--- config.mk ---
export PLATFORM = sky130hd
export DESIGN_NAME = sweep_and_prune_broad_phase
export DESIGN_NICKNAME = d
export VERILOG_FILES = /design/src/hw/rtl/sap_pkg.sv /design/src/hw/rtl/sap_dp.sv /design/src/hw/rtl/sap_ctrl.sv /design/src/hw/rtl/sweep_and_prune_broad_phase.sv
export SDC_FILE = /design/constraint.sdc
export NUM_CORES = 2
export LEC_CHECK = 0
export BUFFER_PORTS_ARGS = -buffer_cell sky130_fd_sc_hd__buf_2
export CORE_AREA = 2 2 401 403
export DETAILED_ROUTE_END_ITERATION = 8
export DIE_AREA = 0 0 403 405
export PLACE_DENSITY_LB_ADDON = 0.15
export SLEW_MARGIN = 40
export SYNTH_ARGS = -nofsm -noshare
export SYNTH_HDL_FRONTEND = slang
export SYNTH_SLANG_ARGS = --single-unit
--- constraint.sdc ---
create_clock -name clk -period 12.3 [get_ports clk]
set_input_delay 2.46 -clock clk [delete_from_list [all_inputs] [get_ports clk]]
set_output_delay 2.46 -clock clk [all_outputs]
set_load 0.01 [all_outputs]
--- src/hw/rtl/sap_pkg.sv ---
package sap_pkg;

  typedef enum logic [1:0] {
    CMD_ADD    = 2'd0,
    CMD_UPDATE = 2'd1,
    CMD_REMOVE = 2'd2,
    CMD_DETECT = 2'd3
  } cmd_t;

  localparam logic [1:0] ST_DONE   = 2'd0;
  localparam logic [1:0] ST_DUP    = 2'd1;
  localparam logic [1:0] ST_ABSENT = 2'd2;

  localparam int IN_COORD_W    = 16;
  localparam int ID_W          = 3;
  localparam int STATUS_W      = 2;
  localparam int PAIR_MAP_W    = 28;
  localparam int PRESENT_MAP_W = 8;

  typedef struct packed {
    logic load_req;
    logic add_wr;
    logic add_fin;
    logic scan_wr;
    logic scan_fin;
    logic sort_lat_t;
    logic sort_lat_box;
    logic rd_prev;
    logic sort_cmp;
    logic sort_set;
    logic sort_put;
    logic out_load;
  } dp_ctrl_t;

  typedef struct packed {
    cmd_t cmd;
    logic st_fail;
    logic cnt_zero;
    logic cnt_lt2;
    logic add_last;
    logic scan_last;
    logic i_zero;
    logic lt;
    logic ev_set;
    logic t_last;
    logic out_busy;
  } dp_stat_t;

endpackage

--- src/hw/rtl/sap_dp.sv ---
module sap_dp import sap_pkg::*; #(
  parameter int MAX_OBJECTS = 8,
  parameter int COORD_BITS  = 16,
  parameter int AXES        = 3
) (
  input  logic                         clk,
  input  logic                         rst_n,
  input  dp_ctrl_t                     ctrl,
  output dp_stat_t                     stat,
  input  logic [1:0]                   in_command,
  input  logic [ID_W-1:0]              in_object_id,
  input  logic signed [IN_COORD_W-1:0] in_min_x,
  input  logic signed [IN_COORD_W-1:0] in_min_y,
  input  logic signed [IN_COORD_W-1:0] in_min_z,
  input  logic signed [IN_COORD_W-1:0] in_max_x,
  input  logic signed [IN_COORD_W-1:0] in_max_y,
  input  logic signed [IN_COORD_W-1:0] in_max_z,
  input  logic                         out_ready,
  output logic                         out_valid,
  output logic [STATUS_W-1:0]          out_status,
  output logic [PAIR_MAP_W-1:0]        out_pair_map,
  output logic [PRESENT_MAP_W-1:0]     out_present_map
);

  localparam int SLOTS = 2 * MAX_OBJECTS;
  localparam int NP    = MAX_OBJECTS * (MAX_OBJECTS - 1) / 2;
  localparam int OW    = $clog2(MAX_OBJECTS);
  localparam int KW    = $clog2(SLOTS + 1);
  localparam int AXW   = (AXES > 1) ? $clog2(AXES) : 1;
  localparam int DEPTH = AXES * SLOTS;
  localparam int EAW   = $clog2(DEPTH);

  typedef struct packed {
    logic [COORD_BITS-1:0] value;
    logic [OW-1:0]         owner;
    logic                  upper;
  } ent_t;

  typedef logic [2*AXES-1:0][COORD_BITS-1:0] box_t;

  ent_t ep_mem [DEPTH];
  box_t bx_mem [MAX_OBJECTS];

  ent_t              rd_q_r, t_ent_r;
  box_t              box_q_r, tbox_r, req_box_r;
  cmd_t              req_cmd_r;
  logic [ID_W-1:0]   req_id_r;
  logic [1:0]        st_r;
  logic [KW-1:0]     cnt_r, k_r, i_r, kept_r;
  logic [AXW-1:0]    ax_r;
  logic [OW-1:0]     p_own_r;
  logic [MAX_OBJECTS-1:0] present_r;
  logic [NP-1:0]     pair_r;
  logic              out_valid_r;
  logic [1:0]        out_status_r;
  logic [PAIR_MAP_W-1:0]    out_pair_r;
  logic [PRESENT_MAP_W-1:0] out_present_r;

  logic [COORD_BITS-1:0] lo_all [3];
  logic [COORD_BITS-1:0] hi_all [3];
  logic [OW-1:0]   id_own, in_own, ev_b;
  logic            in_ok, in_present, ax_last, lt, overlap;
  logic [1:0]      st_nxt;
  logic [KW-1:0]   cnt_m1, rd_idx;
  logic [EAW-1:0]  rd_addr, wr_addr;
  ent_t            wr_data;
  logic            wr_en, box_wr;
  logic [NP-1:0]   ev_mask, rem_mask, pair_nxt;
  logic [PAIR_MAP_W-1:0]    pair_ext;
  logic [PRESENT_MAP_W-1:0] present_ext;

  function automatic logic [EAW-1:0] ea(input logic [AXW-1:0] ax, input logic [KW-1:0] idx);
    ea = EAW'(int'(ax) * SLOTS + int'(idx));
  endfunction

  assign lo_all[0] = COORD_BITS'(in_min_x);
  assign lo_all[1] = COORD_BITS'(in_min_y);
  assign lo_all[2] = COORD_BITS'(in_min_z);
  assign hi_all[0] = COORD_BITS'(in_max_x);
  assign hi_all[1] = COORD_BITS'(in_max_y);
  assign hi_all[2] = COORD_BITS'(in_max_z);

  assign id_own     = OW'(req_id_r);
  assign in_own     = OW'(in_object_id);
  assign in_ok      = int'(in_object_id) < MAX_OBJECTS;
  assign in_present = present_r[in_own];
  assign ax_last    = ax_r == AXW'(AXES - 1);
  assign cnt_m1     = KW'(cnt_r - 1'b1);
  assign lt         = $signed(t_ent_r.value) < $signed(rd_q_r.value);

  always_comb begin
    st_nxt = ST_DONE;
    if (cmd_t'(in_command) != CMD_DETECT) begin
      if (!in_ok) begin
        st_nxt = ST_ABSENT;
      end else if (cmd_t'(in_command) == CMD_ADD) begin
        st_nxt = in_present ? ST_DUP : ST_DONE;
      end else begin
        st_nxt = in_present ? ST_DONE : ST_ABSENT;
      end
    end
  end

  always_comb begin
    overlap = 1'b1;
    for (int a = 0; a < AXES; a++) begin
      if ($signed(tbox_r[a]) > $signed(box_q_r[AXES+a]) ||
          $signed(box_q_r[a]) > $signed(tbox_r[AXES+a])) begin
        overlap = 1'b0;
      end
    end
  end

  assign ev_b = ctrl.sort_set ? p_own_r : rd_q_r.owner;

  always_comb begin
    int j;
    ev_mask  = '0;
    rem_mask = '0;
    for (int hh = 1; hh < MAX_OBJECTS; hh++) begin
      for (int ll = 0; ll < hh; ll++) begin
        j = hh * (hh - 1) / 2 + ll;
        ev_mask[j] = (t_ent_r.owner == OW'(hh) && ev_b == OW'(ll)) ||
                     (t_ent_r.owner == OW'(ll) && ev_b == OW'(hh));
        rem_mask[j] = id_own == OW'(hh) || id_own == OW'(ll);
      end
    end
  end

  always_comb begin
    pair_nxt = pair_r;
    if (ctrl.scan_fin && req_cmd_r == CMD_REMOVE) begin
      pair_nxt = pair_r & ~rem_mask;
    end else if (ctrl.sort_cmp && lt && t_ent_r.upper && !rd_q_r.upper) begin
      pair_nxt = pair_r & ~ev_mask;
    end else if (ctrl.sort_set && overlap) begin
      pair_nxt = pair_r | ev_mask;
    end
  end

  assign rd_idx  = ctrl.rd_prev ? KW'(i_r - 1'b1) : k_r;
  assign rd_addr = ea(ax_r, rd_idx);

  always_comb begin
    wr_en   = 1'b0;
    wr_addr = ea(ax_r, k_r);
    wr_data = rd_q_r;
    if (ctrl.add_wr) begin
      wr_en         = 1'b1;
      wr_addr       = ea(ax_r, KW'(cnt_r + k_r));
      wr_data.value = k_r[0] ? req_box_r[AXES+int'(ax_r)] : req_box_r[int'(ax_r)];
      wr_data.owner = id_own;
      wr_data.upper = k_r[0];
    end else if (ctrl.scan_wr) begin
      if (req_cmd_r == CMD_UPDATE) begin
        wr_en         = rd_q_r.owner == id_own;
        wr_data.value = rd_q_r.upper ? req_box_r[AXES+int'(ax_r)] : req_box_r[int'(ax_r)];
      end else begin
        wr_en   = rd_q_r.owner != id_own;
        wr_addr = ea(ax_r, kept_r);
      end
    end else if (ctrl.sort_cmp) begin
      wr_en   = lt;
      wr_addr = ea(ax_r, i_r);
    end else if (ctrl.sort_put) begin
      wr_en   = 1'b1;
      wr_addr = ea(ax_r, i_r);
      wr_data = t_ent_r;
    end
  end

  assign box_wr = ctrl.add_fin || (ctrl.scan_fin && req_cmd_r == CMD_UPDATE);

  always_ff @(posedge clk) begin
    if (wr_en) begin
      ep_mem[wr_addr] <= wr_data;
    end
    rd_q_r <= ep_mem[rd_addr];
  end

  always_ff @(posedge clk) begin
    if (box_wr) begin
      bx_mem[id_own] <= req_box_r;
    end
    box_q_r <= bx_mem[rd_q_r.owner];
  end

  always_ff @(posedge clk) begin
    if (ctrl.load_req) begin
      req_cmd_r <= cmd_t'(in_command);
      req_id_r  <= in_object_id;
      st_r      <= st_nxt;
      ax_r      <= '0;
      k_r       <= (cmd_t'(in_command) == CMD_DETECT) ? KW'(1) : '0;
      kept_r    <= '0;
      for (int a = 0; a < AXES; a++) begin
        req_box_r[a]      <= lo_all[a];
        req_box_r[AXES+a] <= hi_all[a];
      end
    end
    if (ctrl.add_wr) begin
      if (k_r[0]) begin
        k_r  <= '0;
        ax_r <= ax_r + 1'b1;
      end else begin
        k_r <= KW'(1);
      end
    end
    if (ctrl.scan_wr) begin
      if (k_r == cnt_m1 && !ax_last) begin
        k_r    <= '0;
        ax_r   <= ax_r + 1'b1;
        kept_r <= '0;
      end else begin
        k_r <= k_r + 1'b1;
        if (rd_q_r.owner != id_own) begin
          kept_r <= kept_r + 1'b1;
        end
      end
    end
    if (ctrl.sort_lat_t) begin
      t_ent_r <= rd_q_r;
      i_r     <= k_r;
    end
    if (ctrl.sort_lat_box) begin
      tbox_r <= box_q_r;
    end
    if (ctrl.sort_cmp && lt) begin
      i_r     <= i_r - 1'b1;
      p_own_r <= rd_q_r.owner;
    end
    if (ctrl.sort_put) begin
      if (k_r == cnt_m1) begin
        k_r  <= KW'(1);
        ax_r <= ax_r + 1'b1;
      end else begin
        k_r <= k_r + 1'b1;
      end
    end
    if (ctrl.out_load) begin
      out_status_r  <= st_r;
      out_pair_r    <= pair_ext;
      out_present_r <= present_ext;
    end
  end

  always_ff @(posedge clk) begin
    if (!rst_n) begin
      cnt_r       <= '0;
      present_r   <= '0;
      pair_r      <= '0;
      out_valid_r <= 1'b0;
    end else begin
      pair_r <= pair_nxt;
      if (ctrl.add_fin) begin
        cnt_r     <= KW'(cnt_r + 2'd2);
        present_r <= present_r | (MAX_OBJECTS'(1) << id_own);
      end
      if (ctrl.scan_fin && req_cmd_r == CMD_REMOVE) begin
        cnt_r     <= kept_r;
        present_r <= present_r & ~(MAX_OBJECTS'(1) << id_own);
      end
      if (ctrl.out_load) begin
        out_valid_r <= 1'b1;
      end else if (out_ready) begin
        out_valid_r <= 1'b0;
      end
    end
  end

  if (NP >= PAIR_MAP_W) begin : g_pair_cut
    assign pair_ext = pair_r[PAIR_MAP_W-1:0];
  end else begin : g_pair_ext
    assign pair_ext = {{(PAIR_MAP_W-NP){1'b0}}, pair_r};
  end

  if (MAX_OBJECTS >= PRESENT_MAP_W) begin : g_pres_cut
    assign present_ext = present_r[PRESENT_MAP_W-1:0];
  end else begin : g_pres_ext
    assign present_ext = {{(PRESENT_MAP_W-MAX_OBJECTS){1'b0}}, present_r};
  end

  assign stat.cmd       = req_cmd_r;
  assign stat.st_fail   = st_r != ST_DONE;
  assign stat.cnt_zero  = cnt_r == '0;
  assign stat.cnt_lt2   = cnt_r < KW'(2);
  assign stat.add_last  = k_r[0] && ax_last;
  assign stat.scan_last = (k_r == cnt_m1) && ax_last;
  assign stat.i_zero    = i_r == '0;
  assign stat.lt        = lt;
  assign stat.ev_set    = lt && !t_ent_r.upper && rd_q_r.upper &&
                          (t_ent_r.owner != rd_q_r.owner);
  assign stat.t_last    = (k_r == cnt_m1) && ax_last;
  assign stat.out_busy  = out_valid_r && !out_ready;

  assign out_valid       = out_valid_r;
  assign out_status      = out_status_r;
  assign out_pair_map    = out_pair_r;
  assign out_present_map = out_present_r;

endmodule

--- src/hw/rtl/sap_ctrl.sv ---
module sap_ctrl import sap_pkg::*; (
  input  logic     clk,
  input  logic     rst_n,
  input  logic     in_valid,
  output logic     in_ready,
  input  dp_stat_t stat,
  output dp_ctrl_t ctrl
);

  typedef enum logic [14:0] {
    S_IDLE   = 15'b000000000000001,
    S_DECIDE = 15'b000000000000010,
    S_ADD    = 15'b000000000000100,
    S_ADDF   = 15'b000000000001000,
    S_SCANR  = 15'b000000000010000,
    S_SCANW  = 15'b000000000100000,
    S_SCANF  = 15'b000000001000000,
    S_RT     = 15'b000000010000000,
    S_LT     = 15'b000000100000000,
    S_LB     = 15'b000001000000000,
    S_RP     = 15'b000010000000000,
    S_CMP    = 15'b000100000000000,
    S_SET    = 15'b001000000000000,
    S_PUT    = 15'b010000000000000,
    S_OUT    = 15'b100000000000000
  } state_t;

  state_t state_r, state_nxt;

  always_ff @(posedge clk) begin
    if (!rst_n) begin
      state_r <= S_IDLE;
    end else begin
      state_r <= state_nxt;
    end
  end

  always_comb begin
    state_nxt = state_r;
    ctrl      = '0;
    in_ready  = 1'b0;
    case (state_r)
      S_IDLE: begin
        in_ready = 1'b1;
        if (in_valid) begin
          ctrl.load_req = 1'b1;
          state_nxt     = S_DECIDE;
        end
      end
      S_DECIDE: begin
        if (stat.st_fail) begin
          state_nxt = S_OUT;
        end else begin
          case (stat.cmd)
            CMD_ADD:    state_nxt = S_ADD;
            CMD_UPDATE,
            CMD_REMOVE: state_nxt = stat.cnt_zero ? S_SCANF : S_SCANR;
            CMD_DETECT: state_nxt = stat.cnt_lt2 ? S_OUT : S_RT;
            default:    state_nxt = S_OUT;
          endcase
        end
      end
      S_ADD: begin
        ctrl.add_wr = 1'b1;
        if (stat.add_last) begin
          state_nxt = S_ADDF;
        end
      end
      S_ADDF: begin
        ctrl.add_fin = 1'b1;
        state_nxt    = S_OUT;
      end
      S_SCANR: begin
        state_nxt = S_SCANW;
      end
      S_SCANW: begin
        ctrl.scan_wr = 1'b1;
        state_nxt    = stat.scan_last ? S_SCANF : S_SCANR;
      end
      S_SCANF: begin
        ctrl.scan_fin = 1'b1;
        state_nxt     = S_OUT;
      end
      S_RT: begin
        state_nxt = S_LT;
      end
      S_LT: begin
        ctrl.sort_lat_t = 1'b1;
        state_nxt       = S_LB;
      end
      S_LB: begin
        ctrl.sort_lat_box = 1'b1;
        state_nxt         = S_RP;
      end
      S_RP: begin
        ctrl.rd_prev = 1'b1;
        state_nxt    = stat.i_zero ? S_PUT : S_CMP;
      end
      S_CMP: begin
        ctrl.sort_cmp = 1'b1;
        if (!stat.lt) begin
          state_nxt = S_PUT;
        end else if (stat.ev_set) begin
          state_nxt = S_SET;
        end else begin
          state_nxt = S_RP;
        end
      end
      S_SET: begin
        ctrl.sort_set = 1'b1;
        state_nxt     = S_RP;
      end
      S_PUT: begin
        ctrl.sort_put = 1'b1;
        state_nxt     = stat.t_last ? S_OUT : S_RT;
      end
      S_OUT: begin
        if (!stat.out_busy) begin
          ctrl.out_load = 1'b1;
          state_nxt     = S_IDLE;
        end
      end
      default: begin
        state_nxt = S_IDLE;
      end
    endcase
  end

endmodule

--- src/hw/rtl/sweep_and_prune_broad_phase.sv ---
// One request at a time; the next is taken once the result is in the output register.
// Add writes both endpoints on each axis, then the box. Update/remove read, then write each
// axis entry (one read, one write per entry). Detect insertion-sorts each axis: it latches an
// endpoint and its box, shifts it past greater earlier ends, setting or clearing pairs.
// Reset (rst_n low, synchronous) clears counts, object and pair maps and the output valid;
// endpoint and box memories need no clearing.
module sweep_and_prune_broad_phase import sap_pkg::*; #(
  parameter int MAX_OBJECTS = 8,
  parameter int COORD_BITS  = 16,
  parameter int AXES        = 3
) (
  input  logic                         clk,
  input  logic                         rst_n,
  input  logic                         in_valid,
  output logic                         in_ready,
  input  logic [1:0]                   in_command,
  input  logic [ID_W-1:0]              in_object_id,
  input  logic signed [IN_COORD_W-1:0] in_min_x,
  input  logic signed [IN_COORD_W-1:0] in_min_y,
  input  logic signed [IN_COORD_W-1:0] in_min_z,
  input  logic signed [IN_COORD_W-1:0] in_max_x,
  input  logic signed [IN_COORD_W-1:0] in_max_y,
  input  logic signed [IN_COORD_W-1:0] in_max_z,
  output logic                         out_valid,
  input  logic                         out_ready,
  output logic [STATUS_W-1:0]          out_status,
  output logic [PAIR_MAP_W-1:0]        out_pair_map,
  output logic [PRESENT_MAP_W-1:0]     out_present_map
);

  dp_ctrl_t ctrl;
  dp_stat_t stat;

  sap_ctrl u_ctrl (
    .clk      (clk),
    .rst_n    (rst_n),
    .in_valid (in_valid),
    .in_ready (in_ready),
    .stat     (stat),
    .ctrl     (ctrl)
  );

  sap_dp #(
    .MAX_OBJECTS (MAX_OBJECTS),
    .COORD_BITS  (COORD_BITS),
    .AXES        (AXES)
  ) u_dp (
    .clk             (clk),
    .rst_n           (rst_n),
    .ctrl            (ctrl),
    .stat            (stat),
    .in_command      (in_command),
    .in_object_id    (in_object_id),
    .in_min_x        (in_min_x),
    .in_min_y        (in_min_y),
    .in_min_z        (in_min_z),
    .in_max_x        (in_max_x),
    .in_max_y        (in_max_y),
    .in_max_z        (in_max_z),
    .out_ready       (out_ready),
    .out_valid       (out_valid),
    .out_status      (out_status),
    .out_pair_map    (out_pair_map),
    .out_present_map (out_present_map)
  );

endmodule
### Yosys cells after proc, flatten, opt, wreduce, memory -nomap -nowiden

Memories as Yosys holds them, arrays and structs flattened. A register that Yosys moved wholly into a read port is not among the register bits.
Cells that the tools add are included.

| word-level totals | value |
|---|---|
| register bits | 334 |
| RAM bits | 1728 |
| input bits | 105 |
| output and inout port bits | 40 |
| word-level logic and storage cells | 360 |
| memories kept | 2 |

| operators by class | value |
|---|---|
| $add $sub $neg | 13 |
| $lt $le $gt $ge | 11 |
| equal/unequal tests | 49 |
| shift operators | 1 |
| multiplexer cells | 95 |
| bitwise gates (word level) | 8 |
| reduce and logical (&&, ||, !) cells | 150 |

Memory list:

| memory | words | width | rd ports | clocked after memory_dff | write ports | RTL line | text |
|---|---|---|---|---|---|---|---|
| u_dp.ep_mem | 48 | 20 | 1 | 1 | 1 | sap_dp.sv:41 | `ent_t ep_mem [DEPTH];` |
| u_dp.bx_mem | 8 | 96 | 1 | 1 | 1 | sap_dp.sv:42 | `box_t bx_mem [MAX_OBJECTS];` |

Operators with widths:

| cell | number |
|---|---|
| 15-bit case mux with 13 select lines | 1 |
| 16-bit 2-to-1 mux | 7 |
| 16-bit > comparator | 6 |
| 15-bit 2-to-1 mux | 6 |
| 28-bit 2-to-1 mux | 3 |
| 5-bit 2-to-1 mux | 15 |
| 1-bit logical AND | 69 |
| 1-bit logical OR | 60 |
| 20-bit 2-to-1 mux | 3 |
| 28-bit bitwise AND | 2 |
| 28-bit inverter | 2 |
| 16-bit binary-select mux with 3-bit select | 1 |
| 15-bit case mux with 3 select lines | 1 |
| 3-bit == test (second input constant) | 12 |
| 1-bit 2-to-1 mux | 33 |
| 16-bit binary-select mux with 2-bit select | 1 |
| 32-bit by 5-bit less-than comparator with 1-bit output (second input constant) | 1 |
| 6-bit by 5-bit adder with 6-bit output | 5 |
| 6-bit 2-to-1 mux | 5 |
| 14-bit 2-to-1 mux | 2 |
| 28-bit OR | 1 |
| 3-bit by 2-bit == test with 1-bit output (second input constant) | 6 |
| 2-bit 2-to-1 mux | 9 |
| 16-bit less-than comparator | 1 |
| 50 further kinds | 75 |

### Logic depth before layout (Yosys ltp)

| depth | value |
|---|---|
| depth in word-level cells | 10 |
| gate-level depth with buffers | 15 |
| depth with buffers taken out | 13 |

### Modules after synthesis

A second synthesis with hierarchy kept.

| unflattened totals | value |
|---|---|
| cells, all modules | 4369 |
| area, all modules | 86025.0 um2 |

Modules (own cells, without submodules):

| module | times used | cells an instance | area an instance (um2) | sequential area each (um2) |
|---|---|---|---|---|
| sap_dp | 1 | 4231 | 84967.7 | 63300.7 |
| sap_ctrl | 1 | 138 | 1057.3 | 300.3 |

### Worst setup path after synthesis

No wires, ideal clock.

| path | value |
|---|---|
| kind | reg2reg |
| start point | reg u_ctrl.state_r[0] |
| end point | reg u_ctrl.state_r[12] |
| setup time | 0.092 ns |
| arrival time | 12.524 ns |
| data required time | 12.208 ns |
| setup slack | -0.316 ns |
| cell stages (with the launch flop) | 8 |
| path buffers | 1 |
| clock period less this slack | 12.616 ns |
| cells stage by stage | dfxtp_1 -> buf_6 -> or4_4 -> or4_4 -> nor4b_1 -> nand2b_1 -> nor4_1 -> nor4_1 |

| on the way | value |
|---|---|
| longest elaborated chain between the ends | 3 |
| elaborated cells between the ends (all ways) | 22 |
| classes of those cells | 18 x eq/ne; 1 x mux; 3 x reduce/logical |

Ends and longest elaborated chain:

| element | RTL line | text |
|---|---|---|
| start, declared | sap_ctrl.sv:28 | `state_t state_r, state_nxt;` |
| start signal, assigned | sap_ctrl.sv:34 | `state_r <= state_nxt;` |
| 15-bit by 10-bit == test with 1-bit output, or another cell as far along | sap_ctrl.sv:42 | `case (state_r)` |
| 2-bit OR reduction (no line) / 2-bit inequality test (equally long branches) | n/a |  |
| 15-bit case mux with 13 select lines / 3-bit AND reduction (equally long branches) | n/a |  |

Parallel ways exist; a longest one is shown, timed or not.
A chain may end at the register's enable or synchronous reset.

### Worst setup path in the final report

| path | value |
|---|---|
| start point | reg u_ctrl.state_r[3] |
| end point | out in_ready |

| on the way | value |
|---|---|
| longest elaborated chain between the ends | 2 |

Ends and longest elaborated chain:

| element | RTL line | text |
|---|---|---|
| 15-bit by 1-bit == test with 1-bit output | sap_ctrl.sv:42 |  |
| 1-bit 2-to-1 mux | sap_ctrl.sv:42 |  |
| end, declared | sweep_and_prune_broad_phase.sv:15 | `output logic in_ready,` |

No other way between the ends.

==> run_results.csv <==
group,metric,value,unit
setup_path,cpMaxStageDelayCell,"or3_1",
setup_path,worst_path_largest_cell_delay,0.50,ns
synth,yosys-top-cells-area,"edfxtp_1, mux4_2, dfxtp_1",
placed_design,numPortBuffers,144,
die,die_x,403,um
sta,relSlewSlack,39.7,%
global_routing,overflow,0,
setup_path,crit_cells,6,
setup_path,worstPathArrival,3.53,ns
setup_path,r2r_setup_slack,7.08,ns
clock_tree,cts-root-buf,"clkbuf_16",
setup_path,regToRegEndpoint,"u_dp.ep_mem[16][17]$_DFFE_PP_",
placed_design,dp.cells,7542,
setup_path,r2r_cells,13,
clock_tree,hold_buffers,0,
synth,yosys_register_bits,2178,
sta,period_share,48.7,%
die,start_util,54.6,%
setup_path,r2r_start,"u_dp.k_r[0]$_DFFE_PP_",
sta,finalHoldViolCount,0,
clock_tree,cts-resized-gates,0,
power_and_ir_drop,peakVddDrop,0.182,mV
placed_design,dp_hpwl,134000,um
die,core,0.159,sq mm
sta,timing.fmax,167,MHz
final_layout,nets,5916,
clock_tree,cts_buffers,212,
synth,yosysMostFrequentCell,"edfxtp_1",
sta,worst_pin_slew,0.880,ns
routing,via_count,48900,
global_routing,grt_max_degree,148,
clock_tree,clkTransAtPathRegs,0.06,ns
worst_hold_path,hp-class,"reg2reg",
die,ioPinCount,145,
final_layout,fin_cells,7957,
final_layout,drive_gt1_share,18.0,%
die,num_rows,147,
setup_path,cp_top_family,"simple AND/OR/NAND/NOR gates",
power_and_ir_drop,leakagePower,33.1,nW
synth,yosys-top-cells-count,"edfxtp_1, nand2_1, a21oi_1",
synth,synth_largest_area_cell,"edfxtp_1",
routing,wirelength,221000,um
clock_tree,cts_tree,"yes",
die,die-area,0.163,sq mm
setup_path,criticalPathCategory,"reg2out",
flow_run,max_cap_violations,0,
setup_path,crit_path_start_kind,"register",
power_and_ir_drop,p_per_area,206,mW/mm^2
setup_path,path_max_fanout,11,
sta,setup_viol,0,
clock_tree,clock_latency,0.84,ns
sta,fin_skew,0.0395,ns
global_routing,grt_pass1_vias,47800,
routing,drc,0,
global_routing,grt_first_pass_wirelength,320000,um
die,die_h,405,um
setup_path,crit_end,"in_ready",
final_layout,area_delta_synth_final,12.9,%
routing,first_pass_iters,6,
synth,async_flop_share,0,%
final_layout,multi_input_area,0.0224,sq mm
sta,setup_slack,6.31,ns
routing,postRouteAntennaNets,0,
synth,synthCells,5468,
routing,avgViaCountPerCell,6.14,
synth,synth_area_per_cell,15.9,sq um
synth,synth.distinct_cells,81,
synth,synthFlopType,"edfxtp_1",
final_layout,regArea,0.0636,sq mm
sta,post-route-min-period,5.99,ns
routing,drt_iter0_drc,5435,
setup_path,critPathLaunch,"u_ctrl.state_r[3]$_SDFFE_PN0P_",
routing,routedWlPerCell,27.8,um
global_routing,antenna_found_initial,3,
setup_path,crit_buf_inv,2,
synth,seq_area_frac_synth,73.2,%
clock_tree,cts_setup_buffers,0,
setup_path,critPathCaptureType,"primary output",
sta,setup_tns,0,ns
final_layout,n_fill_cell,11700,
setup_path,crit_required,9.84,ns
synth,syn_area,0.0869,sq mm
clock_tree,clock-sinks,2178,
synth,synth_top_area_share,69.0,%
synth,yosys_warnings,0,
placed_design,finalWeightedCongestion,0.864,
global_routing,grt.total_usage,27.0,%
sta,finalMaxSlewViolations,0,
setup_path,crit_chain,"nor4_2, nand3_1, or3_1, or3b_2, inv_1, buf_2",
clock_tree,cts_buffer_depth,3,
sta,rsz0062_at_grt,"false",
clock_tree,cts.htree.levels,4,
synth,synth_edf_count,1998,
synth,syn_nets,5710,
status,outcome,"completed",
placed_design,place_ws,7.05,ns
sequential cells by signal (all words and copies together) (netlist names), 15 cells and up, named ones only:
name and count:
u_dp.ep_mem 960, u_dp.out_pair_map 28, u_dp.rd_q_r 20, u_dp.t_ent_r 20, u_dp.box_q_r 96, u_ctrl.state_r 15, u_dp.req_box_r 96, u_dp.tbox_r 96
u_dp.bx_mem 768
worst min path at each step:
stage,startpoint,end,depth (start not counted)
after floorplan,register,u_dp.out_pair_map[0]$_DFFE_PP_,0
after global placement,u_dp.box_q_r[62]$_DFF_P_,u_dp.tbox_r[62]$_DFFE_PP_,0
after detailed placement,u_dp.box_q_r[65]$_DFF_P_,u_dp.tbox_r[65]$_DFFE_PP_,0
after CTS,u_dp.box_q_r[52]$_DFF_P_,u_dp.tbox_r[52]$_DFFE_PP_,0
after global routing,u_dp.box_q_r[36]$_DFF_P_,u_dp.tbox_r[36]$_DFFE_PP_,0
final,u_dp.box_q_r[63]$_DFF_P_,u_dp.tbox_r[63]$_DFFE_PP_,0
metal layers:
metal | vias to the layer above | part of all wire, % | GRT usage, %
li1 | 21600 | - | -
met1 | 25100 | 40 | 36.4
met2 | 1870 | 50 | 45.7
met3 | 307 | 6.3 | 3.60
met4 | 0 | 3.2 | 8.89
met5 | - | 0 | 0
cell type report:
type	count	share of cell area, %
sequential	2178	64.8
multi-input combinational	2844	22.9
clock buffer	301	6.00
tap	2086	2.66
timing repair buffer	289	2.16
clock inverter	103	0.931
inverter	149	0.575
antenna	7	0.0178
cells by family after synthesis:
logic type,Yosys count,synth area share (%)
DFF,2178,73.2
and+or+nand+nor,1313,6.79
AOI/OAI and AO/OA,794,5.73
muxes,567,9.93
buffers and inverters,446,2.06
adders and majority gates,137,1.98
xor gates and xnor gates,33,0.333
report_power, final:
group / total (mW) / switching, mW / internal [mW] / leakage (nW)
clock network: 6.30 / 2.75 / 3.55 / 3.29
logic: 4.34 / 2.73 / 1.60 / 10.3
registers: 9.63 / 0.530 / 9.10 / 19.5
stage by stage:
| stage | utilization, % | cell area (sq um) | total power, mW | hold WS, ns |
|---|---|---|---|---|
| global route | 61.6 | 98100 | 21.0 | 0.440 |
| global placement | 56.9 | 90600 | 14.0 | 0.414 |
| CTS | 61.6 | 98000 | 20.4 | 0.432 |
| detailed placement | 57.3 | 91200 | 14.1 | 0.419 |
| finish | 61.6 | 98200 | 20.3 | 0.433 |
| floorplan | - | 86900 | 12.3 | 0.402 |
cells in the final DEF, fill, tap and decap left out, drive strengths merged, types with 19 or more instances in the layout:
cell / instances
a22oi: 78
a21oi: 298
nand2b: 19
a2111oi: 27
clkinv: 81
nand3: 242
o21ai: 118
nor4: 36
buf: 289
mux2: 105
nor2: 159
mux4: 226
clkbuf: 301
nand4: 32
mux2i: 236
a211oi: 38
nor2b: 22
dfxtp: 180
o22ai: 63
a31oi: 34
inv: 151
nor3: 28
a22o: 19
edfxtp: 1998
a32oi: 23
ha: 136
nand2: 703
a21o: 22
worst reg2reg max path, cell delays in order, from the launching register on:
cell and delay, ns:
edfxtp_1 0.71, ha_1 0.38, fa_1 0.40, a21o_1 0.20, a21oi_1 0.18, xnor2_1 0.19, ha_1 0.21, o32ai_1 0.08
mux2_2 0.33, a311oi_1 0.43, nand2_1 0.12, or3_2 0.71, nor2_1 0.56, buf_4 0.39
Power figures use the tool's default switching activity.
